$ cat src/rtl/core/tbr_pkg.sv
// Shared constants and register codes for the triangle bounding-box rasterizer.
package tbr_pkg;

  localparam int COORD_BITS_DEFAULT = 12;
  localparam int CFG_INDEX_BITS     = 3;
  localparam int NUM_VERTEX_REGS    = 6;

  typedef enum logic [CFG_INDEX_BITS-1:0] {
    REG_A_X = 3'd0,
    REG_A_Y = 3'd1,
    REG_B_X = 3'd2,
    REG_B_Y = 3'd3,
    REG_C_X = 3'd4,
    REG_C_Y = 3'd5
  } cfg_reg_t;

endpackage

$ cat src/rtl/core/tbr_front.sv
// Front end: vertex registers, bounding box and scan position sequencing.
module tbr_front #(
  parameter int COORD_BITS = tbr_pkg::COORD_BITS_DEFAULT
) (
  input  logic                                  clk,
  input  logic                                  rst,
  input  logic                                  cfg_valid,
  input  logic [tbr_pkg::CFG_INDEX_BITS-1:0]    cfg_index,
  input  logic [COORD_BITS-1:0]                 cfg_data,
  input  logic                                  accept,
  input  logic                                  restart,
  output logic signed [COORD_BITS-1:0]          vtx [tbr_pkg::NUM_VERTEX_REGS],
  output logic signed [COORD_BITS-1:0]          pos_x,
  output logic signed [COORD_BITS-1:0]          pos_y,
  output logic                                  pos_last
);

  logic signed [COORD_BITS-1:0] scan_x;
  logic signed [COORD_BITS-1:0] scan_y;
  logic                         rewind;
  logic signed [COORD_BITS-1:0] x0, x1, y0, y1;
  logic signed [COORD_BITS-1:0] scan_x_next, scan_y_next;
  logic                         use_min;
  logic                         cfg_hit;

  function automatic logic signed [COORD_BITS-1:0] min3(
    input logic signed [COORD_BITS-1:0] a,
    input logic signed [COORD_BITS-1:0] b,
    input logic signed [COORD_BITS-1:0] c
  );
    logic signed [COORD_BITS-1:0] m;
    m = (a < b) ? a : b;
    return (m < c) ? m : c;
  endfunction

  function automatic logic signed [COORD_BITS-1:0] max3(
    input logic signed [COORD_BITS-1:0] a,
    input logic signed [COORD_BITS-1:0] b,
    input logic signed [COORD_BITS-1:0] c
  );
    logic signed [COORD_BITS-1:0] m;
    m = (a > b) ? a : b;
    return (m > c) ? m : c;
  endfunction

  always_comb begin
    x0 = min3(vtx[tbr_pkg::REG_A_X], vtx[tbr_pkg::REG_B_X], vtx[tbr_pkg::REG_C_X]);
    x1 = max3(vtx[tbr_pkg::REG_A_X], vtx[tbr_pkg::REG_B_X], vtx[tbr_pkg::REG_C_X]);
    y0 = min3(vtx[tbr_pkg::REG_A_Y], vtx[tbr_pkg::REG_B_Y], vtx[tbr_pkg::REG_C_Y]);
    y1 = max3(vtx[tbr_pkg::REG_A_Y], vtx[tbr_pkg::REG_B_Y], vtx[tbr_pkg::REG_C_Y]);
  end

  always_comb begin
    use_min  = restart | rewind;
    pos_x    = use_min ? x0 : scan_x;
    pos_y    = use_min ? y0 : scan_y;
    pos_last = (pos_x == x1) && (pos_y == y1);
    if (pos_last) begin
      scan_x_next = x0;
      scan_y_next = y0;
    end else if (pos_y >= y1) begin
      scan_x_next = pos_x + COORD_BITS'(1);
      scan_y_next = y0;
    end else begin
      scan_x_next = pos_x;
      scan_y_next = pos_y + COORD_BITS'(1);
    end
  end

  always_comb begin
    case (tbr_pkg::cfg_reg_t'(cfg_index))
      tbr_pkg::REG_A_X, tbr_pkg::REG_A_Y,
      tbr_pkg::REG_B_X, tbr_pkg::REG_B_Y,
      tbr_pkg::REG_C_X, tbr_pkg::REG_C_Y: cfg_hit = cfg_valid;
      default:                            cfg_hit = 1'b0;
    endcase
  end

  always_ff @(posedge clk) begin
    if (rst) begin
      rewind <= 1'b1;
      for (int i = 0; i < tbr_pkg::NUM_VERTEX_REGS; i++) begin
        vtx[i] <= '0;
      end
    end else if (cfg_hit) begin
      vtx[cfg_index[tbr_pkg::CFG_INDEX_BITS-1:0]] <= cfg_data;
      rewind <= 1'b1;
    end else if (accept) begin
      rewind <= 1'b0;
    end
  end

  always_ff @(posedge clk) begin
    if (accept) begin
      scan_x <= scan_x_next;
      scan_y <= scan_y_next;
    end
  end

endmodule

$ cat src/rtl/core/tbr_fifo.sv
// Two-entry queue between the scan front end and the edge evaluation back end.
module tbr_fifo #(
  parameter int DW = 2 * tbr_pkg::COORD_BITS_DEFAULT + 1
) (
  input  logic          clk,
  input  logic          rst,
  input  logic          push,
  input  logic [DW-1:0] push_data,
  output logic          full,
  input  logic          pop,
  output logic          not_empty,
  output logic [DW-1:0] pop_data
);

  logic [DW-1:0] mem [2];
  logic          wr_ptr;
  logic          rd_ptr;
  logic [1:0]    count;

  assign full      = (count == 2'd2);
  assign not_empty = (count != 2'd0);
  assign pop_data  = mem[rd_ptr];

  always_ff @(posedge clk) begin
    if (rst) begin
      wr_ptr <= 1'b0;
      rd_ptr <= 1'b0;
      count  <= 2'd0;
    end else begin
      if (push) begin
        wr_ptr <= ~wr_ptr;
      end
      if (pop) begin
        rd_ptr <= ~rd_ptr;
      end
      case ({push, pop})
        2'b10:   count <= count + 2'd1;
        2'b01:   count <= count - 2'd1;
        default: count <= count;
      endcase
    end
  end

  always_ff @(posedge clk) begin
    if (push) begin
      mem[wr_ptr] <= push_data;
    end
  end

endmodule

$ cat src/rtl/core/tbr_back.sv
// Back end: two-stage edge function pipeline with registered result word.
module tbr_back #(
  parameter int COORD_BITS = tbr_pkg::COORD_BITS_DEFAULT
) (
  input  logic                         clk,
  input  logic                         rst,
  input  logic signed [COORD_BITS-1:0] vtx [tbr_pkg::NUM_VERTEX_REGS],
  input  logic                         in_valid,
  output logic                         in_ready,
  input  logic signed [COORD_BITS-1:0] in_x,
  input  logic signed [COORD_BITS-1:0] in_y,
  input  logic                         in_last,
  output logic                         out_valid,
  input  logic                         out_ready,
  output logic signed [COORD_BITS-1:0] pixel_x,
  output logic signed [COORD_BITS-1:0] pixel_y,
  output logic                         inside_res,
  output logic                         last_pixel
);

  localparam int DW = COORD_BITS + 1;
  localparam int PW = 2 * DW;
  localparam int EW = PW + 1;

  logic                         s1_valid;
  logic signed [COORD_BITS-1:0] s1_x, s1_y;
  logic                         s1_last;
  logic signed [PW-1:0]         s1_prod [6];
  logic signed [PW-1:0]         prod [6];
  logic signed [EW-1:0]         e [3];
  logic [2:0]                   neg, pos;
  logic                         s2_ready, s1_ready;

  function automatic logic signed [DW-1:0] dif(
    input logic signed [COORD_BITS-1:0] a,
    input logic signed [COORD_BITS-1:0] b
  );
    return DW'(a) - DW'(b);
  endfunction

  function automatic logic signed [PW-1:0] mul(
    input logic signed [DW-1:0] a,
    input logic signed [DW-1:0] b
  );
    return PW'(a) * PW'(b);
  endfunction

  always_comb begin
    prod[0] = mul(dif(vtx[tbr_pkg::REG_B_X], vtx[tbr_pkg::REG_A_X]),
                  dif(in_y, vtx[tbr_pkg::REG_A_Y]));
    prod[1] = mul(dif(vtx[tbr_pkg::REG_B_Y], vtx[tbr_pkg::REG_A_Y]),
                  dif(in_x, vtx[tbr_pkg::REG_A_X]));
    prod[2] = mul(dif(vtx[tbr_pkg::REG_C_X], vtx[tbr_pkg::REG_B_X]),
                  dif(in_y, vtx[tbr_pkg::REG_B_Y]));
    prod[3] = mul(dif(vtx[tbr_pkg::REG_C_Y], vtx[tbr_pkg::REG_B_Y]),
                  dif(in_x, vtx[tbr_pkg::REG_B_X]));
    prod[4] = mul(dif(vtx[tbr_pkg::REG_A_X], vtx[tbr_pkg::REG_C_X]),
                  dif(in_y, vtx[tbr_pkg::REG_C_Y]));
    prod[5] = mul(dif(vtx[tbr_pkg::REG_A_Y], vtx[tbr_pkg::REG_C_Y]),
                  dif(in_x, vtx[tbr_pkg::REG_C_X]));
  end

  always_comb begin
    for (int i = 0; i < 3; i++) begin
      e[i]   = EW'(s1_prod[2*i]) - EW'(s1_prod[2*i+1]);
      neg[i] = e[i][EW-1];
      pos[i] = !e[i][EW-1] && (e[i] != '0);
    end
  end

  assign s2_ready = !out_valid || out_ready;
  assign s1_ready = !s1_valid || s2_ready;
  assign in_ready = s1_ready;

  always_ff @(posedge clk) begin
    if (rst) begin
      s1_valid  <= 1'b0;
      out_valid <= 1'b0;
    end else begin
      if (s1_ready) begin
        s1_valid <= in_valid;
      end
      if (s2_ready) begin
        out_valid <= s1_valid;
      end
    end
  end

  always_ff @(posedge clk) begin
    if (s1_ready && in_valid) begin
      s1_x    <= in_x;
      s1_y    <= in_y;
      s1_last <= in_last;
      s1_prod <= prod;
    end
    if (s2_ready && s1_valid) begin
      pixel_x    <= s1_x;
      pixel_y    <= s1_y;
      last_pixel <= s1_last;
      inside_res <= (neg == 3'b000) || (pos == 3'b000);
    end
  end

endmodule

$ cat src/rtl/core/triangle_bbox_edge_rasterizer.sv
// Top level of the triangle bounding-box edge-function rasterizer.
// Each accepted input word yields one result word: the next pixel of the
// triangle's bounding box (x outer, y inner, wrapping after the last pixel),
// its inside flag and its last flag. One word is accepted every clock while
// the queue is not full; a result word passes through the queue entry, the
// edge product stage and the result register, and the result register
// holds it until it is taken. A two-entry queue sits between the scan front
// end and the edge pipeline. Vertex writes always complete at once and move
// the scan back to the box's minimum corner.
module triangle_bbox_edge_rasterizer #(
  parameter int COORD_BITS = tbr_pkg::COORD_BITS_DEFAULT
) (
  input  logic                               clk,
  input  logic                               rst,
  input  logic                               cfg_valid,
  output logic                               cfg_ready,
  input  logic [tbr_pkg::CFG_INDEX_BITS-1:0] cfg_index,
  input  logic [COORD_BITS-1:0]              cfg_data,
  input  logic                               in_valid,
  output logic                               in_ready,
  input  logic                               restart,
  output logic                               out_valid,
  input  logic                               out_ready,
  output logic signed [COORD_BITS-1:0]       pixel_x,
  output logic signed [COORD_BITS-1:0]       pixel_y,
  output logic                               inside_res,
  output logic                               last_pixel
);

  localparam int QW = 2 * COORD_BITS + 1;

  logic signed [COORD_BITS-1:0] vtx [tbr_pkg::NUM_VERTEX_REGS];
  logic signed [COORD_BITS-1:0] pos_x, pos_y, q_x, q_y;
  logic                         pos_last, q_last;
  logic                         q_full, q_valid, q_pop, back_ready;
  logic                         accept;
  logic [QW-1:0]                q_data;

  assign cfg_ready = 1'b1;
  assign in_ready  = !q_full;
  assign accept    = in_valid && !q_full;
  assign q_pop     = q_valid && back_ready;
  assign q_x       = q_data[QW-1 -: COORD_BITS];
  assign q_y       = q_data[COORD_BITS:1];
  assign q_last    = q_data[0];

  tbr_front #(.COORD_BITS(COORD_BITS)) u_front (
    .clk      (clk),
    .rst      (rst),
    .cfg_valid(cfg_valid),
    .cfg_index(cfg_index),
    .cfg_data (cfg_data),
    .accept   (accept),
    .restart  (restart),
    .vtx      (vtx),
    .pos_x    (pos_x),
    .pos_y    (pos_y),
    .pos_last (pos_last)
  );

  tbr_fifo #(.DW(QW)) u_fifo (
    .clk      (clk),
    .rst      (rst),
    .push     (accept),
    .push_data({pos_x, pos_y, pos_last}),
    .full     (q_full),
    .pop      (q_pop),
    .not_empty(q_valid),
    .pop_data (q_data)
  );

  tbr_back #(.COORD_BITS(COORD_BITS)) u_back (
    .clk       (clk),
    .rst       (rst),
    .vtx       (vtx),
    .in_valid  (q_valid),
    .in_ready  (back_ready),
    .in_x      (q_x),
    .in_y      (q_y),
    .in_last   (q_last),
    .out_valid (out_valid),
    .out_ready (out_ready),
    .pixel_x   (pixel_x),
    .pixel_y   (pixel_y),
    .inside_res(inside_res),
    .last_pixel(last_pixel)
  );

endmodule

$ cat config.mk
export PLATFORM = sky130hd
export DESIGN_NAME = triangle_bbox_edge_rasterizer
export DESIGN_NICKNAME = d
export VERILOG_FILES = /design/src/rtl/core/tbr_pkg.sv /design/src/rtl/core/tbr_front.sv /design/src/rtl/core/tbr_fifo.sv /design/src/rtl/core/tbr_back.sv /design/src/rtl/core/triangle_bbox_edge_rasterizer.sv
export SDC_FILE = /design/constraint.sdc
export NUM_CORES = 2
export LEC_CHECK = 0
export CAP_MARGIN = 10
export CORE_MARGIN = 4
export CORE_UTILIZATION = 40
export CTS_CLUSTER_SIZE = 28
export DETAILED_ROUTE_END_ITERATION = 10
export DONT_BUFFER_PORTS = 1
export PLACE_DENSITY = 0.66
export SYNTH_ARGS = -nofsm -noshare
export SYNTH_HDL_FRONTEND = slang
export SYNTH_SLANG_ARGS = --single-unit
export TNS_END_PERCENT = 100
$ cat constraint.sdc
create_clock -name clk -period 13.7 [get_ports clk]
set_input_delay 1.37 -clock clk [delete_from_list [all_inputs] [get_ports clk]]
set_output_delay 1.37 -clock clk [all_outputs]
set_load 0.1 [all_outputs]
# [After elaboration in Yosys (flattened, before gate mapping)]
# Memories as Yosys holds them, arrays and structs flattened. A register that Yosys moved wholly into a read port is not among the register bits.
# Index checks and enable logic that the tools add are counted.
[word_totals] romBits=0 regBits=310 mem_count=1 elab_cells=128 output_inout_bits=29 latch_bits=0 ramBits=50 inputBits=21
[classes] n_lt_le_gt_ge=11 n_div=0 shift=0 n_eq_ne=10 bitwise_logic=4 n_addsub=19 n_mux=23 n_mul=6 n_reduce_logical=27
[mem_list] memory="u_fifo.mem" words=2 width=25 read_ports=1 rd_clocked_by_memory_dff=1 write_ports=1 line_no="tbr_fifo.sv:15" rtl="logic [DW-1:0] mem [2];"
[ops] op="2-to-1 mux 12 bit" n=15
[ops] op="multiplier 13 x 13 -> 26 bit" n=6
[ops] op="subtractor 12 x 12 -> 13 bit" n=12
[ops] op="nonzero test 27 bit" n=3
[ops] op="subtractor 26 x 26 -> 27 bit" n=3
[ops] op="bitwise mux 72 bit" n=1
[ops] op="greater-than comparator 12 bit" n=4
[ops] op="< comparator 12 bit" n=4
[ops] op="demux 12 bit (select 3 bit)" n=1
[ops] op="adder 12 x 2 -> 12 bit, second input constant" n=2
[ops] op="== test 12 bit" n=2
[ops] op=">= comparator 12 bit" n=1
[ops] op="zero test 3 bit" n=3
[ops] op="logical AND 1 bit" n=8
[ops] op="== test 3 x 2 -> 1 bit, second input constant" n=2
[ops] op="== test 3 bit, second input constant" n=2
[ops] op="zero test 1 bit" n=6
[ops] op="OR reduction 6 bit" n=1
[ops] op="2-to-1 mux 1 bit" n=5
[ops] op="== test 2 bit, second input constant" n=2
[ops] op=">= comparator 4 bit, second input constant" n=1
[ops] op="< comparator 4 x 1 -> 1 bit, second input constant" n=1
[ops] op="NOT 3 -> 4 bit" n=1
[ops] op="case mux 2 bit (2 select lines)" n=1
[ops] op="other kinds (9)" n=13

# [Longest topological paths before layout]
[depth] ltp_word=8 depth_mapped=41

# [Cells and area by module]
# Synthesis repeated with hierarchy kept, for this count alone.
[unflattened] hier_cells=7217 area_unflattened_um2=65018.6
[modules_own_cells] module="tbr_back" cells_per_inst=6113 area_per_inst_um2=54905.2 n_inst=1
[modules_own_cells] module="tbr_front" cells_per_inst=999 area_per_inst_um2=8080.2 n_inst=1
[modules_own_cells] module="tbr_fifo" cells_per_inst=100 area_per_inst_um2=2005.7 n_inst=1
[modules_own_cells] module="triangle_bbox_edge_rasterizer" cells_per_inst=5 area_per_inst_um2=27.5 n_inst=1

# [Worst setup path before layout]
# No wires, ideal clock.
[synth_timing] kind="input to register" from="input out_ready" to="register u_fifo.count[1]" t_required_ps=13630 cell_stages=5 slack_ps=1520 arrival_time_ps=12110 setup_ps=70 path_cell_list="nor2b_1 -> a21oi_1 -> ha_1 -> or3_1 -> a21oi_1"
[synth_via] elab_chain_len=5 elab_cells_between_ends=7
[synth_lines] item="from (decl)" line_no="triangle_bbox_edge_rasterizer.sv:23" rtl="input logic out_ready,"
[synth_lines] item="logical OR 1 bit *" line_no="tbr_back.sv:71" rtl="assign s2_ready = !out_valid || out_ready;"
[synth_lines] item="logical OR 1 bit *" line_no="tbr_back.sv:72" rtl="assign s1_ready = !s1_valid || s2_ready;"
[synth_lines] item="logical AND 1 bit *" line_no="triangle_bbox_edge_rasterizer.sv:42" rtl="assign q_pop = q_valid && back_ready;"
[synth_lines] item="named net q_pop" line_no="triangle_bbox_edge_rasterizer.sv:35" rtl="logic q_full, q_valid, q_pop, back_ready;"
[synth_lines] item="== test 2 x 1 -> 1 bit or == test 2 bit (tied branches)" line_no="tbr_fifo.sv:36" rtl="case ({push, pop})"
[synth_lines] item="case mux 2 bit (2 select lines) or nonzero test 2 bit (tied branches)"
[synth_lines] item="to (signal assigned)" line_no="tbr_fifo.sv:37" rtl="2'b10: count <= count + 2'd1;"
[synth_lines] item="to (signal assigned)" line_no="tbr_fifo.sv:38" rtl="2'b01: count <= count - 2'd1;"
[synth_lines] item="to (signal assigned)" line_no="tbr_fifo.sv:39" rtl="default: count <= count;"
[synth_lines] item="to (decl)" line_no="tbr_fifo.sv:18" rtl="logic [1:0] count;"
# Mark *: on every way through the listed nets, which the timed path passes. The rest lies on a longest branch.
# A chain may end at the register's enable or synchronous reset.

==> metrics.md <==
| Metric | Value |
|---|---|
| Vias in the first global route | `48940` |
| Initial Util | `0.403` |
| Synth cell types | `89` |
| Net Count, Synth | `8532` |
| Routed WL | `184000 µm` |
| Crit path capture type | `flop` |
| Period utilisation layout | `0.723` |
| Critical path type | `reg -> reg` |
| Max FO, Critical Path | `24` |
| Final Critical Period | `9.91 ns` |
| Row cnt | `between 100 and 150` |
| Synth Area in XOR/XNOR | `0.0537` |
| First-pass GRT wire length | `287000 µm` |
| Slew headroom | `0.122` |
| Final Slew Violations | `0` |
| Post-synthesis cell count | `~7000` |
| Largest net degree at the start of global routing | `between 80 and 90` |
| Crit-path max cell delay | `0.55 ns` |
| Setup TNS Final | `0 ns` |
| Post-synthesis mux area share | `0.0188` |
| RSZ-0062 raised after global routing | `false` |
| Global route total overflow | `0` |
| Flop-to-flop setup slack | `~3.8 ns` |
| Drt first-iter violations | `3873` |
| Most frequent CP cell | `fa_1` |
| Worst Max-Slew Pin Slew | `approximately 1.3 ns` |
| Number of clock sinks | `approximately 360` |
| FF-to-FF End | `u_back.s1_prod[154]$_DFFE_PP_` |
| Hold-fix buffers, CTS | `0` |
| Post-synth top cells | `inv_1 (1281), fa_1 (993), nand2_1 (754)` |
| FF-to-FF path depth | `36` |
| Status | `finished, final reports clean` |
| Avg Synthesized Cell Area | `9.24 µm²` |
| TritonCTS clock tree | `built` |
| Vias | `47760` |
| Main combinational cell family by area after synthesis | `adder cells` |
| Post-CTS sizing | `0` |
| Hold Path Class | `reg -> reg` |
| Routed WL per cell | `20.6 µm` |
| Max frequency | `101 MHz` |
| Ports | `50` |
| Max-Cap Viols | `0` |
| Final ANT Viol Nets | `0` |
| CP max stage cell | `fa_1` |
| TritonRoute pass-1 iters | `6` |
| DP HPWL | `152000 µm` |
| Hold Fails Final Rpt | `0` |
| Routability congestion estimate | `0.972` |
| Die Y | `about 400 µm` |
| Clock tree buffer depth | `3` |
| # H-tree levels | `2` |
| Hold path start | `u_back.s1_y[8]$_DFFE_PP_` |
| Post-CTS Setup Bufs | `0` |
| Worst Hold Depth | `0` |
| Synth top area share | `0.315` |
| Adder-Cell Fraction of Synth Area | `0.450` |
| CTS buffer count | `between 40 and 50` |
| Post-synthesis compound-gate area fraction | `0.0936` |
| Die width | `405 µm` |
| Port Buf Inserts | `0` |
| Clock Skews | `0.0378 ns` |
| Final setup viols | `0` |
| Clock Latency Late Sink | `0.67 ns` |
| Met3 Routed Length | `14900 µm` |
| Vias per cell | `5.35` |
| Clk Tree Root Cell | `clkbuf_16` |
| Ratio of cells with drive above 1 in the final layout | `0.0378` |
| Total track usage | `0.227` |
| Ys Warns | `0` |
| DRC | `0` |
| Initial antenna violation count | `6` |
| Area of the mapped netlist | `63200 µm²` |
| Register area share after synthesis | `0.159` |
| Hold EP | `u_back.pixel_y[8]$_DFFE_PP_` |
| Post-Synth Simple-Gate Area | `0.139` |
| Worst EP required | `14.11 ns` |
| Met2 wire length | `83000 µm` |
| Most common cell in the netlist | `inv_1` |
| M1 wire length | `79600 µm` |
| Area grow syn2layout | `6.83%` |
| Max Used Layer | `met5` |
| Die ar. | `164000 µm²` |
| Core area | `157000 µm²` |
| Worst Path Arrival | `10.32 ns` |
| Leading area contributor after synthesis | `fa_1` |
| Synth top area cells | `fa_1 (31%), ha_1 (14%), edfxtp_1 (13%), inv_1 (7.6%), nand2_1 (4.5%)` |
| Layout Nets | `8517` |
| Most used DFF post-synth | `edfxtp_1` |
| Post-synth ARST share | `0` |
| Clk slew on worst S/H paths | `0.06 ns` |
| Yosys reg bits | `361` |
| Worst Setup Start Kind | `flop` |
| Post-synth EDFFs | `281` |
## cells by family after synthesis
kind of cell,count (synthesis)
compound gates,912
xor+xnor,387
fa+ha+maj,1676
buf+inv,1438
flops,361
mux,114
other cells,1
simple gates,1946
## state kept, by name (all words and copies together) (netlist names), named ones only
signal,count
u_back.s1_valid,1
u_fifo.count,2
u_front.rewind,1
u_back.out_valid,1
u_front.scan_x,12
u_front.scan_y,12
u_back.s1_x,12
u_back.inside_res,1
u_fifo.wr_ptr,1
u_back.s1_last,1
u_fifo.rd_ptr,1
u_fifo.mem,50
u_back.pixel_x,12
u_back.s1_y,12
u_back.pixel_y,12
u_back.s1_prod,156
u_front.vtx,72
u_back.last_pixel,1
## critical path, delay by kind of cell (launching register included)
family                   cells  cell delay [ns]
adder cells (fa/ha/maj)      8             3.67
buffers and inverters        6             1.05
flip-flops                   1             0.34
multiplexers                 1             0.35
AO/OA/AOI/OAI               15             3.58
AND/OR/NAND/NOR              5             0.60
XOR/XNOR                     1             0.08
## layout make-up
| class | instances | area (µm²) |
|---|---|---|
| Timing Repair Buffer | 92 | 691 |
| Clock buffer | 59 | 1260 |
| Sequential cell | 361 | 10000 |
| Tap cell | 2058 | 2570 |
| Clock inverter | 30 | 309 |
| Fill cell | 15076 | 89100 |
| Inverter | 1281 | 4810 |
| Multi-Input combinational cell | 5036 | 47800 |
| Antenna cell | 5 | 12.5 |
## worst max path at each step
stage / start / endpoint / slack (ns) / cells past startpoint
after global routing: flop / u_back.s1_prod[154]$_DFFE_PP_ / 3.11 / 36
after CTS: flop / u_back.s1_prod[154]$_DFFE_PP_ / 3.84 / 36
after global placement: flop / u_back.s1_prod[154]$_DFFE_PP_ / 3.95 / 36
final: flop / u_back.s1_prod[154]$_DFFE_PP_ / 3.79 / 36
after detailed placement: flop / u_back.s1_prod[154]$_DFFE_PP_ / 3.86 / 36
after floorplan: out_ready / u_fifo.count[1]$_SDFFE_PP0P_ / 1.52 / 5
## metrics by stage
step | hold WS (ns) | cell area (µm²) | std cells | setup WS [ns] | util
2_1_floorplan | 0.400 | 63200 | 6835 | 1.52 | -
3_3_place_gp | 0.403 | 65900 | 8827 | 3.95 | 0.421
3_5_place_dp | 0.410 | 65900 | 8827 | 3.86 | 0.421
4_1_cts | 0.423 | 67500 | 8916 | 3.84 | 0.431
5_1_grt | 0.438 | 67500 | 8917 | 3.11 | 0.431
6_report | 0.421 | 67500 | 8922 | 3.79 | 0.431
## layout by cell type (no fill, tap or decap), types with 110 or more instances in the layout
cell type  instances
inv_1           1281
fa_1             993
nand2_1          754
ha_1             683
nor2_1           582
edfxtp_1         281
a21oi_1          280
xnor2_1          268
o21ai_0          181
nand2b_1         152
xor2_1           112
nor2b_1          110
## layer usage
layer,track usage,vias to the layer above
li1,-,21818
met1,0.317,23949
met2,0.359,1699
met3,0.0406,292
met4,0.0717,2
met5,0,-
Power is left out: the tool's default activity adds up to more than one toggle a clock period on the data nets, which glitch-free logic cannot reach.
